--- config.mk ---
export PLATFORM = sky130hd
export DESIGN_NAME = utf8_to_utf16le_transcoder_flat
export DESIGN_NICKNAME = d
export VERILOG_FILES = /design/src/sv/u8u16_pkg.sv /design/src/sv/u8u16_channels.sv /design/src/sv/u8u16_decoder.sv /design/src/sv/u8u16_unit_buffer.sv /design/src/sv/utf8_to_utf16le_transcoder.sv /design/src/flat_wrapper.sv
export SDC_FILE = /design/constraint.sdc
export NUM_CORES = 1
export LEC_CHECK = 0
export BUFFER_PORTS_ARGS = -buffer_cell sky130_fd_sc_hd__buf_2
export CORE_MARGIN = 8
export CORE_UTILIZATION = 55
export CTS_CLUSTER_DIAMETER = 40
export DETAILED_ROUTE_END_ITERATION = 7
export PLACE_DENSITY_LB_ADDON = 0.05
export SLEW_MARGIN = 20
export SYNTH_ARGS = -nofsm -noshare
export SYNTH_HDL_FRONTEND = slang
export SYNTH_SLANG_ARGS = --single-unit
--- constraint.sdc ---
create_clock -name clock -period 7.4 [get_ports clock]
set_input_delay 0.74 -clock clock [delete_from_list [all_inputs] [get_ports clock]]
set_output_delay 0.74 -clock clock [all_outputs]
set_load 0.01 [all_outputs]
--- src/sv/u8u16_pkg.sv ---
`default_nettype none

package u8u16_pkg;

   localparam int unsigned MaxUnits = 4;

   localparam logic [15:0] ReplChar     = 16'hFFFD;
   localparam logic [15:0] HighSurrBase = 16'hD800;
   localparam logic [15:0] LowSurrBase  = 16'hDC00;
   localparam logic [20:0] SurrFirst    = 21'h00D800;
   localparam logic [20:0] SurrLast     = 21'h00DFFF;
   localparam logic [20:0] PlaneOneBase = 21'h010000;
   localparam logic [20:0] MaxCodePoint = 21'h10FFFF;
   localparam logic [20:0] MinTwoByte   = 21'h000080;
   localparam logic [20:0] MinThreeByte = 21'h000800;

   localparam logic [7:0] Lead2Mask  = 8'hE0;
   localparam logic [7:0] Lead2Code  = 8'hC0;
   localparam logic [7:0] Lead3Mask  = 8'hF0;
   localparam logic [7:0] Lead3Code  = 8'hE0;
   localparam logic [7:0] Lead4Mask  = 8'hF8;
   localparam logic [7:0] Lead4Code  = 8'hF0;
   localparam logic [7:0] ContMask   = 8'hC0;
   localparam logic [7:0] ContCode   = 8'h80;

   // One decoded byte's worth of code units, handed to the output buffer.
   typedef struct packed {
      logic                  valid;
      logic [MaxUnits-1:0][15:0] units;
      logic [2:0]            count;
      logic                  msg_end;
   } result_type;

endpackage

`default_nettype wire

--- src/sv/u8u16_channels.sv ---
`default_nettype none

interface u8u16_byte_if;
   logic       valid;
   logic       ready;
   logic [7:0] in_byte;
   logic       message_end;

   modport source (output valid, output in_byte, output message_end, input ready);
   modport sink   (input valid, input in_byte, input message_end, output ready);
endinterface

interface u8u16_unit_if;
   logic        valid;
   logic        ready;
   logic [15:0] code_unit;
   logic        item_done;
   logic        message_done;

   modport source (output valid, output code_unit, output item_done, output message_done,
                   input ready);
   modport sink   (input valid, input code_unit, input item_done, input message_done,
                   output ready);
endinterface

`default_nettype wire

--- src/sv/u8u16_decoder.sv ---
`default_nettype none

module u8u16_decoder
   import u8u16_pkg::*;
(
   input  wire logic    clock,
   input  wire logic    reset,
   u8u16_byte_if.sink   req_if,
   input  wire logic    load_ok,
   output result_type   result
);

   logic        s1_valid_ff, s1_valid_in;
   logic [7:0]  s1_byte_ff;
   logic        s1_last_ff;

   logic [7:0]  lead_ff, lead_in;
   logic [17:0] gbits_ff, gbits_in;
   logic [1:0]  expect_ff, expect_in;
   logic [1:0]  got_ff, got_in;

   logic        advance;
   logic [1:0]  f_need;
   logic        f_emit;
   logic [15:0] f_unit;
   logic        is_cont;
   logic [2:0]  got_next;
   logic [17:0] gbits_new;
   logic [20:0] cp_value;
   logic        cp_ok;
   logic [19:0] cp_adj;
   logic [MaxUnits-1:0][15:0] units;
   logic [2:0]  count;

   // Classify the held byte as if the decoder were idle.
   always_comb begin
      if ((s1_byte_ff & Lead2Mask) == Lead2Code) begin
         f_need = 2'd1;
      end else if ((s1_byte_ff & Lead3Mask) == Lead3Code) begin
         f_need = 2'd2;
      end else if ((s1_byte_ff & Lead4Mask) == Lead4Code) begin
         f_need = 2'd3;
      end else begin
         f_need = 2'd0;
      end
      f_emit = !s1_byte_ff[7] || (f_need == 2'd0) || s1_last_ff;
      f_unit = s1_byte_ff[7] ? ReplChar : {8'h00, s1_byte_ff};
   end

   assign is_cont   = (s1_byte_ff & ContMask) == ContCode;
   assign got_next  = {1'b0, got_ff} + 3'd1;
   assign gbits_new = {gbits_ff[11:0], s1_byte_ff[5:0]};
   assign cp_adj    = 20'(cp_value - PlaneOneBase);

   always_comb begin
      case (expect_ff)
         2'd1: begin
            cp_value = {10'd0, lead_ff[4:0], gbits_new[5:0]};
            cp_ok    = cp_value >= MinTwoByte;
         end
         2'd2: begin
            cp_value = {5'd0, lead_ff[3:0], gbits_new[11:0]};
            cp_ok    = (cp_value >= MinThreeByte) &&
                       !((cp_value >= SurrFirst) && (cp_value <= SurrLast));
         end
         default: begin
            cp_value = {lead_ff[2:0], gbits_new};
            cp_ok    = (cp_value >= PlaneOneBase) && (cp_value <= MaxCodePoint);
         end
      endcase
   end

   always_comb begin
      lead_in   = lead_ff;
      gbits_in  = gbits_ff;
      expect_in = expect_ff;
      got_in    = got_ff;
      units     = {MaxUnits{ReplChar}};
      count     = 3'd0;
      if (expect_ff == 2'd0) begin
         if (f_emit) begin
            units[0] = f_unit;
            count    = 3'd1;
         end else begin
            lead_in   = s1_byte_ff;
            gbits_in  = '0;
            expect_in = f_need;
            got_in    = 2'd0;
         end
      end else if (is_cont) begin
         if (got_next >= {1'b0, expect_ff}) begin
            // Sequence complete: check the value, split above the BMP.
            if (!cp_ok) begin
               count = {1'b0, expect_ff} + 3'd1;
            end else if (cp_value[20:16] == 5'd0) begin
               units[0] = cp_value[15:0];
               count    = 3'd1;
            end else begin
               units[0] = HighSurrBase | {6'd0, cp_adj[19:10]};
               units[1] = LowSurrBase  | {6'd0, cp_adj[9:0]};
               count    = 3'd2;
            end
            lead_in   = '0;
            gbits_in  = '0;
            expect_in = 2'd0;
            got_in    = 2'd0;
         end else if (s1_last_ff) begin
            count     = got_next + 3'd1;
            lead_in   = '0;
            gbits_in  = '0;
            expect_in = 2'd0;
            got_in    = 2'd0;
         end else begin
            gbits_in = gbits_new;
            got_in   = got_next[1:0];
         end
      end else begin
         // Broken sequence: drop it, then decode this byte afresh.
         count     = {1'b0, got_ff} + 3'd1;
         lead_in   = '0;
         gbits_in  = '0;
         expect_in = 2'd0;
         got_in    = 2'd0;
         if (f_emit) begin
            units[got_ff + 2'd1] = f_unit;
            count                = {1'b0, got_ff} + 3'd2;
         end else begin
            lead_in   = s1_byte_ff;
            expect_in = f_need;
         end
      end
   end

   assign advance      = s1_valid_ff && ((count == 3'd0) || load_ok);
   assign req_if.ready = !s1_valid_ff || advance;
   assign s1_valid_in  = req_if.valid || (s1_valid_ff && !advance);

   assign result.valid   = s1_valid_ff && (count != 3'd0);
   assign result.units   = units;
   assign result.count   = count;
   assign result.msg_end = s1_last_ff;

   always_ff @(posedge clock) begin
      if (reset) begin
         s1_valid_ff <= 1'b0;
         lead_ff     <= '0;
         gbits_ff    <= '0;
         expect_ff   <= 2'd0;
         got_ff      <= 2'd0;
      end else begin
         if (req_if.ready) begin
            s1_valid_ff <= s1_valid_in;
         end
         if (advance) begin
            lead_ff   <= lead_in;
            gbits_ff  <= gbits_in;
            expect_ff <= expect_in;
            got_ff    <= got_in;
         end
      end
   end

   always_ff @(posedge clock) begin
      if (req_if.valid && req_if.ready) begin
         s1_byte_ff <= req_if.in_byte;
         s1_last_ff <= req_if.message_end;
      end
   end

endmodule

`default_nettype wire

--- src/sv/u8u16_unit_buffer.sv ---
`default_nettype none

module u8u16_unit_buffer
   import u8u16_pkg::*;
(
   input  wire logic    clock,
   input  wire logic    reset,
   input  wire result_type result,
   output logic         load_ok,
   u8u16_unit_if.source rsp_if
);

   logic [MaxUnits-1:0][15:0] units_ff;
   logic [2:0]  remain_ff, remain_in;
   logic [1:0]  index_ff, index_in;
   logic        last_ff;
   logic        fire;

   assign fire    = rsp_if.valid && rsp_if.ready;
   assign load_ok = (remain_ff == 3'd0) || ((remain_ff == 3'd1) && rsp_if.ready);

   always_comb begin
      remain_in = remain_ff;
      index_in  = index_ff;
      if (result.valid && load_ok) begin
         remain_in = result.count;
         index_in  = 2'd0;
      end else if (fire) begin
         remain_in = remain_ff - 3'd1;
         index_in  = index_ff + 2'd1;
      end
   end

   assign rsp_if.valid        = remain_ff != 3'd0;
   assign rsp_if.code_unit    = units_ff[index_ff];
   assign rsp_if.item_done    = remain_ff == 3'd1;
   assign rsp_if.message_done = (remain_ff == 3'd1) && last_ff;

   always_ff @(posedge clock) begin
      if (reset) begin
         remain_ff <= 3'd0;
         index_ff  <= 2'd0;
      end else begin
         remain_ff <= remain_in;
         index_ff  <= index_in;
      end
   end

   always_ff @(posedge clock) begin
      if (result.valid && load_ok) begin
         units_ff <= result.units;
         last_ff  <= result.msg_end;
      end
   end

endmodule

`default_nettype wire

--- src/sv/utf8_to_utf16le_transcoder.sv ---
// Path: a byte accepted into the input register is decoded combinationally; its first code
//   unit is presented on rsp_if once the result buffer has registered the decoded units.
// Throughput: one byte per cycle while the result buffer can load; a byte that yields k code
//   units (k up to 4) stalls the next byte while the buffer drains, a byte that yields none never.
// Reset: synchronous, active high; clears the open sequence and empties both stages.
`default_nettype none

module utf8_to_utf16le_transcoder
   import u8u16_pkg::*;
(
   input  wire logic    clock,
   input  wire logic    reset,
   u8u16_byte_if.sink   req_if,
   u8u16_unit_if.source rsp_if
);

   // Decoder result handed to the output buffer, one transaction's worth of units.
   result_type result;
   // Buffer can take a new result this cycle (empty, or last unit leaving now).
   logic       load_ok;

   // Input register plus sequence state; decodes one byte per cycle while the buffer can take its result.
   u8u16_decoder u_decoder (
      .clock   (clock),
      .reset   (reset),
      .req_if  (req_if),
      .load_ok (load_ok),
      .result  (result)
   );

   // Result register; serializes the units of one byte onto the output channel.
   u8u16_unit_buffer u_unit_buffer (
      .clock   (clock),
      .reset   (reset),
      .result  (result),
      .load_ok (load_ok),
      .rsp_if  (rsp_if)
   );

endmodule

`default_nettype wire
--- src/flat_wrapper.sv ---
// flat-port wrapper written by rule: the top's interface ports become plain ports
module utf8_to_utf16le_transcoder_flat import u8u16_pkg::*;
  (clock, reset, req_if_valid, req_if_in_byte, req_if_message_end, req_if_ready, rsp_if_valid, rsp_if_code_unit, rsp_if_item_done, rsp_if_message_done, rsp_if_ready);
  u8u16_byte_if req_if_i ();
  u8u16_unit_if rsp_if_i ();
  input  wire logic clock;
  input  wire logic reset;
  input wire logic [$bits(req_if_i.valid)-1:0] req_if_valid;
  input wire logic [$bits(req_if_i.in_byte)-1:0] req_if_in_byte;
  input wire logic [$bits(req_if_i.message_end)-1:0] req_if_message_end;
  output wire logic [$bits(req_if_i.ready)-1:0] req_if_ready;
  output wire logic [$bits(rsp_if_i.valid)-1:0] rsp_if_valid;
  output wire logic [$bits(rsp_if_i.code_unit)-1:0] rsp_if_code_unit;
  output wire logic [$bits(rsp_if_i.item_done)-1:0] rsp_if_item_done;
  output wire logic [$bits(rsp_if_i.message_done)-1:0] rsp_if_message_done;
  input wire logic [$bits(rsp_if_i.ready)-1:0] rsp_if_ready;
  assign req_if_i.valid = req_if_valid;
  assign req_if_i.in_byte = req_if_in_byte;
  assign req_if_i.message_end = req_if_message_end;
  assign req_if_ready = req_if_i.ready;
  assign rsp_if_valid = rsp_if_i.valid;
  assign rsp_if_code_unit = rsp_if_i.code_unit;
  assign rsp_if_item_done = rsp_if_i.item_done;
  assign rsp_if_message_done = rsp_if_i.message_done;
  assign rsp_if_i.ready = rsp_if_ready;
  utf8_to_utf16le_transcoder u_core (.clock(clock), .reset(reset), .req_if(req_if_i), .rsp_if(rsp_if_i));
endmodule
==> results of run 1 <==
state kept, by name, indices dropped and copies added (netlist names), 2 cells and up:
name and flops:
u_core.u_decoder.expect_ff 2, u_core.u_decoder.gbits_ff 12, u_core.u_decoder.got_ff 2, u_core.u_decoder.lead_ff 5, u_core.u_decoder.s1_byte_ff 8, u_core.u_unit_buffer.index_ff 2
u_core.u_unit_buffer.remain_ff 3, u_core.u_unit_buffer.units_ff 45
layout make-up:
| cell class | instances | area (sq um) |
|---|---|---|
| Multi-Input combinational cell | 284 | 2150 |
| Tap cell | 105 | 131 |
| Fill cell | 733 | 3170 |
| Inverter | 19 | 71.3 |
| Clock buffer | 11 | 131 |
| Sequential cell | 82 | 2190 |
| Timing Repair Buffer | 34 | 175 |
| Clock inverter | 5 | 62.6 |
path summary, 6_finish.rpt:
kind / slack (ps) / from / endpoint / depth (start not counted)
worst max-delay path: 3250 / u_core.u_decoder.expect_ff[0]$_SDFFE_PP0P_ / req_if_ready / 11
worst min-delay path: 500 / u_core.u_decoder.gbits_ff[6]$_SDFFE_PP0P_ / u_core.u_decoder.gbits_ff[6]$_SDFFE_PP0P_ / 2
worst max register to register: 3340 / u_core.u_decoder.expect_ff[0]$_SDFFE_PP0P_ / u_core.u_unit_buffer.units_ff[51]$_SDFFCE_PP1P_ / 10
worst min register to register: 500 / u_core.u_decoder.gbits_ff[6]$_SDFFE_PP0P_ / u_core.u_decoder.gbits_ff[6]$_SDFFE_PP0P_ / 2
layout by cell type, fill, tap and decap left out, types with 7 or more instances in the layout:
cell type	n
edfxtp_1	55
a21oi_1	32
nand2b_1	32
buf_2	32
dfxtp_1	27
nand2_1	23
nor2_1	22
inv_1	19
mux2i_1	16
nand3b_1	14
ha_1	14
nor2b_1	11
o21ai_0	11
nor3_1	10
clkbuf_8	9
and3_1	7
a31oi_1	7
mux4_2	7
Yosys cell counts (2+ instances only):
cell type,n
nor3_1,10
buf_6,2
buf_1,2
buf_2,4
nor2_1,22
nand3b_1,14
or2_2,2
nor4_1,3
a31oi_1,7
mux2_2,2
a21oi_1,32
a32oi_1,5
and3_1,8
or3_1,6
mux4_2,7
a22o_1,6
nor2b_1,11
dfxtp_1,27
edfxtp_1,55
nand2b_1,32
nand2_1,23
ha_1,14
buf_4,3
o21a_1,2
xor2_1,4
a311oi_1,4
clkbuf_1,13
and2_1,3
mux2i_1,16
a211oi_1,6
o21ai_0,11
nor3b_1,2
o31a_1,2
inv_1,19
nand3_1,4
where the power goes:
part / internal [uW] / leakage, uW / switching (uW) / total (uW)
Sequential: 546 / 0.000646 / 31.3 / 578
Clock: 158 / 0.0000901 / 170 / 328
Combinational: 158 / 0.000858 / 239 / 397
Total: 862 / 0.00159 / 440 / 1300
critical path, delay by kind of cell (launching register included):
family,cells,cell delay [ps]
buffers and inverters,3,550
and+or+nand+nor,2,260
AOI/OAI and AO/OA,4,1060
adders and majority gates,2,750
DFF,1,430
metrics by stage:
step / power (uW) / instance area [sq um] / util, % / setup slack (ps)
global placement: 981 / 4720 / 58.3 / 3440
floorplan: 872 / 4540 / - / 3440
global route: 1370 / 4920 / 60.8 / 2970
CTS: 1310 / 4910 / 60.7 / 3250
finish: 1300 / 4920 / 60.8 / 3250
detailed placement: 989 / 4720 / 58.3 / 3320
kinds of logic after synthesis:
family / synth area share, %
mux: 7.49
fa+ha+maj: 4.30
xor+xnor: 0.964
flops: 48.3
simple gates: 18.1
compound gates: 16.3
buf+inv: 4.57
per-layer routing:
metal  global-route usage (%)  vias to the layer above
li1                         -                     1562
met1                     24.7                     1503
met2                     28.7                       77
met3                     3.36                       13
met4                     7.84                        0
met5                        0                        -
==> summary.txt, run 1 <==
Run status
  – Status: complete, no violations

Detailed routing
  – First-pass iteration count of the detailed router: 5
  – Top Layer Used: met4
  – DR vias: around 3,200
  – ANT nets after route: 0
  – Post-route DRC: 0
  – Avg WL per Cell: around 19 um
  – Final WL: 10.1 mm
  – Via-to-Cell Ratio: about 5.8
  – Initial drt markers: roughly 210
  – Met2 routed WL: roughly 4.7 mm
  – Routed met1 length: about 4.7 mm
  – Met3 WL post-DR: between 500 and 600 um

Clock tree
  – CTS tree: yes
  – Clk root buf: clkbuf_8
  – # resized after CTS: 0
  – CTS clk-pin slew, worst paths: about 90 ps
  – CTS Sinks: a little over 80
  – Num CTS Buffers: 9
  – Max Buffers Root-to-Sink: 2
  – Setup bufs post-CTS: 0
  – Worst skew pair latency: around 360 ps
  – Hold buffer count at CTS: 0
  – # H-tree levels: 3

Worst setup path
  – Req. time, crit path: ~6700 ps
  – Crit path capture type: output port
  – Slowest cell on crit path: ha_1
  – Largest fanout on the critical path: 18
  – Critical Path Max Stage Delay: around 500 ps
  – Critical path, cell by cell: inv_1, ha_1, inv_1, nand2_1, ha_1, o21a_1, a221oi_1, o31ai_4, o211ai_4, nand3_1, buf_2
  – Arrival @ worst endpoint: 3410 ps
  – Setup CP Type: flop to output port
  – Critical Path Start Type: flop

GRT
  – Total congestion overflow: 0
  – Pin count of the biggest net entering global routing: slightly below 50
  – First-pass GRT wire length: 16.3 mm
  – Initial antenna violation count: 0
  – Vias in the first global route: 3,060
  – GRT Util Overall: 18.5%

Worst hold path
  – Hold Crit Class: flop to flop

Die
  – Core area: roughly 0.0081 sq mm
  – Initial core utilization: between 50% and 60%
  – # rows: 33
  – I/O pin count: 33
  – Die width: 107 um
  – Die H: about 110 um
  – Overall die area: about 0.011 sq mm

Job
  – Max Cap Viol: 0

STA
  – TNS Setup: 0 ps
  – Worst-Margin Slew: ~1100 ps
  – Clock Skews: roughly 8.3 ps
  – Final setup violation count: 0
  – Slew Viols, Final: 0
  – Fin crit share: between 50% and 60%
  – Minimum clock period: about 4200 ps
  – Max Fclk: between 0.2 and 0.25 GHz
  – Slew HR: between 20% and 30%
  – Fin Hold WS: 500 ps
  – RSZ-0062 raised after global routing: no
  – Hold Violations, Final: 0

Pwr
  – PD cells: 265 mW/mm^2
  – P_leak: ~0.0016 uW
  – Max VDD drop: 0.119 mV

Logic synthesis
  – Yosys reg bits: 82
  – Synth unique cells: 62
  – Post-synth top area share: about 36%
  – Leading area contributor after synthesis: edfxtp_1
  – Synth warnings: 0
  – EDFF count, synth: 55
  – Fraction of registers with async set/reset: 0%
  – Syn Inst Count: between 400 and 500
  – Synth area leaders: edfxtp_1 36%, dfxtp_1 12%, nand2b_1 4.4%
  – Syn_area_per_cell: between 10 and 15 sq um
  – Syn_nets: between 400 and 500
  – Synthesized area: 0.00454 sq mm
  – Register area share after synthesis: between 40% and 50%
  – Main synth FF type: edfxtp_1

Placed design
  – Placed Cells: 524
  – IO buf count: 32
  – Detailed Place HPWL: 7.27 mm
  – RePlAce Congestion: approximately 0.87

Finish
  – Fin nets: around 460
  – Area Growth Syn to Fin: 8.29%
  – Antenna cell count: 0
  – Layout cell share with drive strength beyond 1: between 10% and 20%
  – Layout Cells excl Fill: 540
(Power assumes the default switching activity.)
==> inputs of run 2 (changes only) <==
clock period = 3.6 ns   (was 7.4 ns; I/O delays follow)
==> run 2 against run 1 <==
Compared with the run above: clock skew about the same; power up 120%; non-clock buffer count up 16; final area up 3.5%; first-iteration DRC count down 10%; critical endpoint unchanged; largest power group unchanged.
==> summary.txt, run 2 (synthesis results as in run 1) <==
Worst setup path
  – Req. time, crit path: ~3200 ps
  – Setup CP Type: flop to output port
  – FF-to-FF End: u_core.u_decoder.lead_ff[4]$_SDFFE_PP0P_
  – Reg2Reg Setup Slack: about 310 ps
  – Arrival @ worst endpoint: approximately 3100 ps
  – Critical Path Start Type: flop
  – R2R cell count: 8
  – Critical path startpoint: u_core.u_decoder.got_ff[1]$_SDFFE_PP0P_
  – Largest fanout on the critical path: 10
  – Crit path capture type: output port
  – Critical Path End: req_if_ready
  – Critical R2R Launch: u_core.u_decoder.got_ff[1]$_SDFFE_PP0P_

Clock tree
  – Setup bufs post-CTS: 0
  – Worst skew pair latency: ~350 ps
  – # resized after CTS: 0
  – Clk root buf: clkbuf_8
  – Hold buffer count at CTS: 0
  – CTS clk-pin slew, worst paths: about 90 ps
  – Max Buffers Root-to-Sink: 2
  – CTS Sinks: just over 80
  – CTS tree: yes
  – # H-tree levels: 3
  – Num CTS Buffers: 9

Detailed routing
  – DR vias: roughly 3,300
  – First-pass iteration count of the detailed router: 5
  – Post-route DRC: 0
  – Via-to-Cell Ratio: 5.90
  – Avg WL per Cell: ~18 um
  – Initial drt markers: 190
  – ANT nets after route: 0
  – Final WL: 10.0 mm

STA
  – Max Fclk: approximately 0.29 GHz
  – Final setup violation count: 0
  – TNS Setup: 0 ps
  – Minimum clock period: roughly 3400 ps
  – Slew HR: approximately 56%
  – Hold Violations, Final: 0
  – RSZ-0062 raised after global routing: no
  – Slew Viols, Final: 0
  – Clock Skews: 8.79 ps
  – Fin crit share: a little over nine tenths
  – Worst-Margin Slew: 657 ps

Pwr
  – Seq pwr share: 42.4%
  – Clk network pwr share: between 20% and 30%
  – P_leak: approximately 0.0017 uW
  – PD cells: roughly 560 mW/mm^2
  – Power share of the combinational group: 29.5%
  – Internal power: ~1900 uW
  – Sw Ratio: 31.5%
  – Max VDD drop: about 0.27 mV
  – Net switching power figure: between 800 and 900 uW

Finish
  – Max FFs per register: 45
  – Most flops, register: u_core.u_unit_buffer.units_ff
  – Layout Cells excl Fill: about 560
  – Most frequent cells in the layout: 55 x edfxtp_1, 32 x a21oi_1, 32 x nand2b_1, 32 x buf_2, 27 x dfxtp_1
  – Fin nets: ~470
  – Biggest regs: u_core.u_unit_buffer.units_ff: 45 flops, u_core.u_decoder.gbits_ff: 12 flops, u_core.u_decoder.s1_byte_ff: 8 flops
  – Layout cell share with drive strength beyond 1: 19.5%
  – Layout Utilization: around 63%
  – Most common cell after layout, fill and taps aside: edfxtp_1
  – Area Growth Syn to Fin: 12.1%
  – Antenna cell count: 0

Die
  – Initial core utilization: 56.1%
  – Die width: between 100 and 150 um
  – Die H: between 100 and 150 um
  – # rows: 33
  – I/O pin count: 33
  – Overall die area: roughly 0.011 sq mm
  – Core area: about 0.008 sq mm

Placed design
  – Placed Cells: 540
  – RePlAce Congestion: a little under 0.9
  – Detailed Place HPWL: a little over 7 mm
  – IO buf count: 32

GRT
  – Pin count of the biggest net entering global routing: 49
  – Initial antenna violation count: 0
  – Vias in the first global route: roughly 3,100
  – Total congestion overflow: 0
  – GRT Util Overall: around 18%
  – First-pass GRT wire length: 16.3 mm

Job
  – Max Cap Viol: 0

Run status
  – Status: complete, no violations

Worst hold path
  – Hold Crit Class: primary input to flop
==> run 2: power by group through the flow <==
stage               clock network (uW)  logic, uW  registers [uW]
CTS                                804        844            1200
global route                       838        935            1210
floorplan                            0        621            1170
detailed placement                   0        839            1220
finish                             796        835            1200
global placement                     0        828            1220
==> run 2: through the flow <==
step | instance area, sq um | hold slack (ps) | setup slack, ps | power (uW)
finish | 5090 | 178 | 172 | 2830
global route | 5090 | 156 | 7.11 | 2990
CTS | 5090 | 165 | 84.0 | 2850
detailed placement | 4850 | 476 | 330 | 2060
global placement | 4850 | 472 | 485 | 2050
floorplan | 4540 | 449 | 147 | 1790
==> run 2: how the worst min path moves through the flow <==
stage | slack, ps | end | from | cells past startpoint
2_1_floorplan | 450 | u_core.u_decoder.gbits_ff[6]$_SDFFE_PP0P_ | u_core.u_decoder.gbits_ff[6]$_SDFFE_PP0P_ | 2
3_3_place_gp | 470 | u_core.u_decoder.gbits_ff[7]$_SDFFE_PP0P_ | u_core.u_decoder.gbits_ff[7]$_SDFFE_PP0P_ | 2
3_5_place_dp | 480 | u_core.u_decoder.gbits_ff[6]$_SDFFE_PP0P_ | u_core.u_decoder.gbits_ff[6]$_SDFFE_PP0P_ | 2
4_1_cts | 160 | u_core.u_decoder.s1_byte_ff[0]$_DFFE_PP_ | req_if_in_byte[0] | 1
5_1_grt | 160 | u_core.u_decoder.s1_byte_ff[3]$_DFFE_PP_ | req_if_in_byte[3] | 1
6_report | 180 | u_core.u_decoder.s1_byte_ff[7]$_DFFE_PP_ | req_if_in_byte[7] | 1
==> run 2: worst max-delay path: stages, from the launching register on <==
cell	delay [ps]
dfxtp_1	430
inv_1	130
fa_1	520
o31ai_2	320
nand3_1	240
o211a_2	350
o211ai_4	380
nand3_1	160
buf_2	190
==> run 2: routing by layer <==
metal / up-vias / part of all wire, % / track usage [%]
li1: 1599 / - / -
met1: 1579 / 46 / 23.8
met2: 87 / 47 / 29.3
met3: 13 / 4.7 / 4.14
met4: 0 / 1.7 / 5.83
met5: - / 0 / 0
==> run 2: final cells by class <==
cell class / instances / area (sq um)
fillers: 698 / 3000
well taps: 105 / 131
clock inverters: 4 / 98.8
flip-flops and latches: 82 / 2190
repair buffers: 50 / 308
clock buffers: 12 / 135
multi-input cells: 284 / 2150
inverters: 19 / 71.3
